$ cat src/rtl/bbt_pkg.sv
// Shared types and constants of the band tracker.
// No dependencies; every other file of the block imports it.
package bbt_pkg;

    localparam int PRICE_W = 24;
    localparam int CNT_W   = 9;
    localparam int MULT_W  = 12;
    localparam int SUM_W   = 32;
    localparam int SQ_W    = 56;
    localparam int UPPER_W = 26;
    localparam int LOWER_W = 27;
    localparam int Z_W     = 16;

    localparam int CFG_IDX_W  = 2;
    localparam int CFG_DATA_W = 12;

    localparam logic [CFG_IDX_W-1:0] CFG_WINDOW_LENGTH   = 2'd0;
    localparam logic [CFG_IDX_W-1:0] CFG_BAND_MULTIPLIER = 2'd1;

    localparam logic [CNT_W-1:0]  WINDOW_LENGTH_RST   = 9'd20;
    localparam logic [MULT_W-1:0] BAND_MULTIPLIER_RST = 12'd512;

    // Shared serial divider: 64-bit dividend, 24-bit divisor.
    localparam int DIV_W  = 64;
    localparam int DVS_W  = 24;
    localparam int STEP_W = 7;

    typedef struct packed {
        logic               full;
        logic [CNT_W-1:0]   count;
        logic [SUM_W-1:0]   sum;
        logic [SQ_W-1:0]    sumsq;
        logic [PRICE_W-1:0] latest;
    } job_t;

endpackage

$ cat src/rtl/bbt_queue.sv
// Two-entry job queue between front and back end.
// Depends on bbt_pkg.
module bbt_queue (
    input  logic          clk,
    input  logic          rst_n,
    input  logic          push,
    input  bbt_pkg::job_t push_data,
    output logic          full,
    input  logic          pop,
    output bbt_pkg::job_t pop_data,
    output logic          empty
);
    import bbt_pkg::*;

    job_t       entry_reg [2];
    logic       wr_ptr_reg;
    logic       rd_ptr_reg;
    logic [1:0] fill_reg;

    assign full     = (fill_reg == 2'd2);
    assign empty    = (fill_reg == 2'd0);
    assign pop_data = entry_reg[rd_ptr_reg];

    always_ff @(posedge clk)
    begin
        if (push)
        begin
            entry_reg[wr_ptr_reg] <= push_data;
        end
    end

    always_ff @(posedge clk or negedge rst_n)
    begin
        if (!rst_n)
        begin
            wr_ptr_reg <= 1'b0;
            rd_ptr_reg <= 1'b0;
            fill_reg   <= 2'd0;
        end
        else
        begin
            if (push)
            begin
                wr_ptr_reg <= ~wr_ptr_reg;
            end
            if (pop)
            begin
                rd_ptr_reg <= ~rd_ptr_reg;
            end
            fill_reg <= fill_reg + 2'(push) - 2'(pop);
        end
    end

endmodule

$ cat config.mk
export PLATFORM = sky130hd
export DESIGN_NAME = bbt_queue
export DESIGN_NICKNAME = d
export VERILOG_FILES = /design/src/rtl/bbt_pkg.sv /design/src/rtl/bbt_queue.sv
export SDC_FILE = /design/constraint.sdc
export NUM_CORES = 1
export LEC_CHECK = 0
export BUFFER_PORTS_ARGS = -buffer_cell sky130_fd_sc_hd__buf_4
export CAP_MARGIN = 30
export CORE_MARGIN = 10
export CORE_UTILIZATION = 45
export CTS_CLUSTER_DIAMETER = 40
export DETAILED_ROUTE_END_ITERATION = 10
export GPL_ROUTABILITY_DRIVEN = 0
export HOLD_SLACK_MARGIN = 0.1
export MAX_ROUTING_LAYER = met4
export PLACE_DENSITY_LB_ADDON = 0.2
export SLEW_MARGIN = 20
export SYNTH_ARGS = -nofsm -noshare
export SYNTH_HDL_FRONTEND = slang
export SYNTH_SLANG_ARGS = --single-unit
export TNS_END_PERCENT = 100
$ cat constraint.sdc
create_clock -name clk -period 6.3 [get_ports clk]
set_input_delay 0.945 -clock clk [delete_from_list [all_inputs] [get_ports clk]]
set_output_delay 0.945 -clock clk [all_outputs]
set_load 0.05 [all_outputs]
==> impl_metrics.json <==
{
  "whs_ns": 0.245,
  "fin_skew_ns": 0.0130,
  "setup.worst_path.start_class": "register",
  "synth.ff_latch_count": 248,
  "cp_num_buf_inv": 2,
  "end_kind": "output port",
  "timing.rr.end": "entry_reg[1][5]$_DFFE_PP_",
  "r2r-start": "wr_ptr_reg$_DFFE_PN0P_",
  "synth_warnings": 0,
  "synth_nets": 523,
  "cts_max_path_buffers": 3,
  "synth_top_area_share": 0.789,
  "start_util": 0.458,
  "overflow": 0,
  "rsz0062_at_grt": "no",
  "cp_max_fo": 62,
  "crit_type": "register to output port",
  "period_share": 0.516,
  "crit_chain": "buf_12 -> mux2_2 -> buf_4",
  "dp_slack_ns": 3.15,
  "drt_iter0_drc": 221,
  "grt_use_total": 0.145,
  "place_inst": 905,
  "setup_tns_ns": 0,
  "ctsHoldBuffers": 0,
  "crit_required_ns": 5.35,
  "syn2layout_area_growth_pct": 35.7,
  "diodes": 0,
  "slew_violations": 0,
  "netlist_instances": 395,
  "fp.dieH_um": 164,
  "synthTopCellsByArea": "edfxtp_1 (79%), mux2_4 (11%), mux2_2 (6.3%)",
  "firstDrtPassIters": 5,
  "leakagePower_nw": 4.97,
  "final_core_util": 0.621,
  "vias": 4637,
  "rr_worst_depth": 2,
  "slew_headroom": 0.418,
  "antenna_found_initial": 0,
  "cp_slowest_cell": "dfrtp_4",
  "hold_viol": 0,
  "cts_buffers": 34,
  "dp_hpwl_mm": 13.7,
  "yosysTopAreaCell": "edfxtp_1",
  "fin_cells": 964,
  "grt_pass1_vias": 5200,
  "fp-row-count": 52,
  "wl_per_cell_um": 20.4,
  "fin_crit_ns": 3.25,
  "cp_top_family": "flip-flops",
  "fp.dieArea_um2": 26800,
  "synth-seq-area-share": 0.799,
  "hold_path_class": "primary input to asynchronous set/reset pin",
  "status": "completed",
  "vias_per_cell": 4.81,
  "clk_latency_ns": 0.49,
  "wl_mm": 19.7,
  "cpPeakStageDelay_ns": 0.70,
  "drive_above_1_share": 0.620,
  "irDropWorstVdd_mv": 0.477,
  "setup_ws_ns": 3.05,
  "ioPinCount": 250,
  "grt_first_pass_wirelength_mm": 28.9,
  "coreArea_um2": 20300,
  "arrival_ns": 2.31,
  "layout.nets": 800,
  "drc": 0,
  "cts_setup_buffers": 0,
  "fmax_ghz": 0.308,
  "die_width_um": 164,
  "syn_area_um2": 9290,
  "finalSetupViolations": 0,
  "r2r_slack_ns": 3.91,
  "largest_reg_flops": 244,
  "cts-root-buf": "clkbuf_16",
  "route.antenna.remaining_nets": 0,
  "synth.avg_cell_area_um2": 23.5,
  "cts_sinks": 248,
  "worst_slew_pin_slew_ns": 0.873,
  "clkSlewWorstSetupHoldPaths_ns": 0.05,
  "synthDistinctLibCells": 14,
  "grt_max_degree": 67,
  "cts_tree": "built",
  "maxCapViolCount": 0,
  "cts_resized": 0,
  "power_density_nw_per_um2": 558,
  "io_buffers": 249,
  "htreeDepth": 2
}
cell usage in the layout, fill, tap and decap left out, types with 4 or more instances in the layout:
| cell type | instances |
|---|---|
| mux2_2 | 52 |
| clkbuf_16 | 37 |
| bufinv_16 | 4 |
| clkbuf_1 | 5 |
| mux2_4 | 70 |
| buf_4 | 252 |
| edfxtp_1 | 244 |
cell families after synthesis:
family	after synthesis	synth area share
DFF	248	0.799
xor gates and xnor gates	3	0.00444
muxes	122	0.176
and+or+nand+nor	4	0.00242
adders and majority gates	2	0.00269
buffers and inverters	16	0.0148
cell usage after synthesis:
master / instances
buf_8: 1
buf_2: 5
dfrtp_1: 4
mux2_4: 70
xor2_1: 2
ha_1: 2
nor2b_1: 2
xor3_1: 1
nor2_1: 1
mux2_2: 52
inv_1: 2
buf_6: 8
edfxtp_1: 244
and2_1: 1
routing by layer:
layer,vias up,routed length (um),share of wire,GRT usage
met5,-,0,0,-
li1,2130,-,-,-
met3,33,2290,0.12,0.0695
met4,0,433,0.022,0.0467
met2,199,9290,0.47,0.224
met1,2275,7660,0.39,0.165
through the flow:
step / power, mW / instance area [um2]
floorplan: 4.47 / 9290
global placement: 5.18 / 11400
detailed placement: 5.22 / 11400
CTS: 7.12 / 12600
global route: 7.31 / 12600
finish: 7.03 / 12600
worst max-delay path by stage:
stage | start | to | slack, ns | cells past startpoint
5_1_grt | rd_ptr_reg$_DFFE_PN0P_ | pop_data[4] | 2.97 | 3
4_1_cts | rd_ptr_reg$_DFFE_PN0P_ | pop_data[4] | 2.62 | 3
6_report | rd_ptr_reg$_DFFE_PN0P_ | pop_data[4] | 3.05 | 3
2_1_floorplan | push | entry_reg[0][0]$_DFFE_PP_ | 1.74 | 1
3_3_place_gp | push | entry_reg[0][62]$_DFFE_PP_ | 3.13 | 3
3_5_place_dp | rd_ptr_reg$_DFFE_PN0P_ | pop_data[4] | 3.15 | 3
where the power goes:
part,switching [mW],total [mW],internal [mW]
Combinational,1.85,2.85,0.998
Sequential,0.111,2.31,2.20
Clock,0.648,1.88,1.23
layout make-up:
class                           count  area [um2]
Clock inverter                     16         199
Fill cell                        1466        7690
Tap cell                          270         338
Timing Repair Buffer              255        1950
Clock buffer                       42         945
Sequential cell                   248        7430
Multi-Input combinational cell    131        1740
Inverter                            2        7.51
No activity file was read; power rests on OpenSTA's default activity.
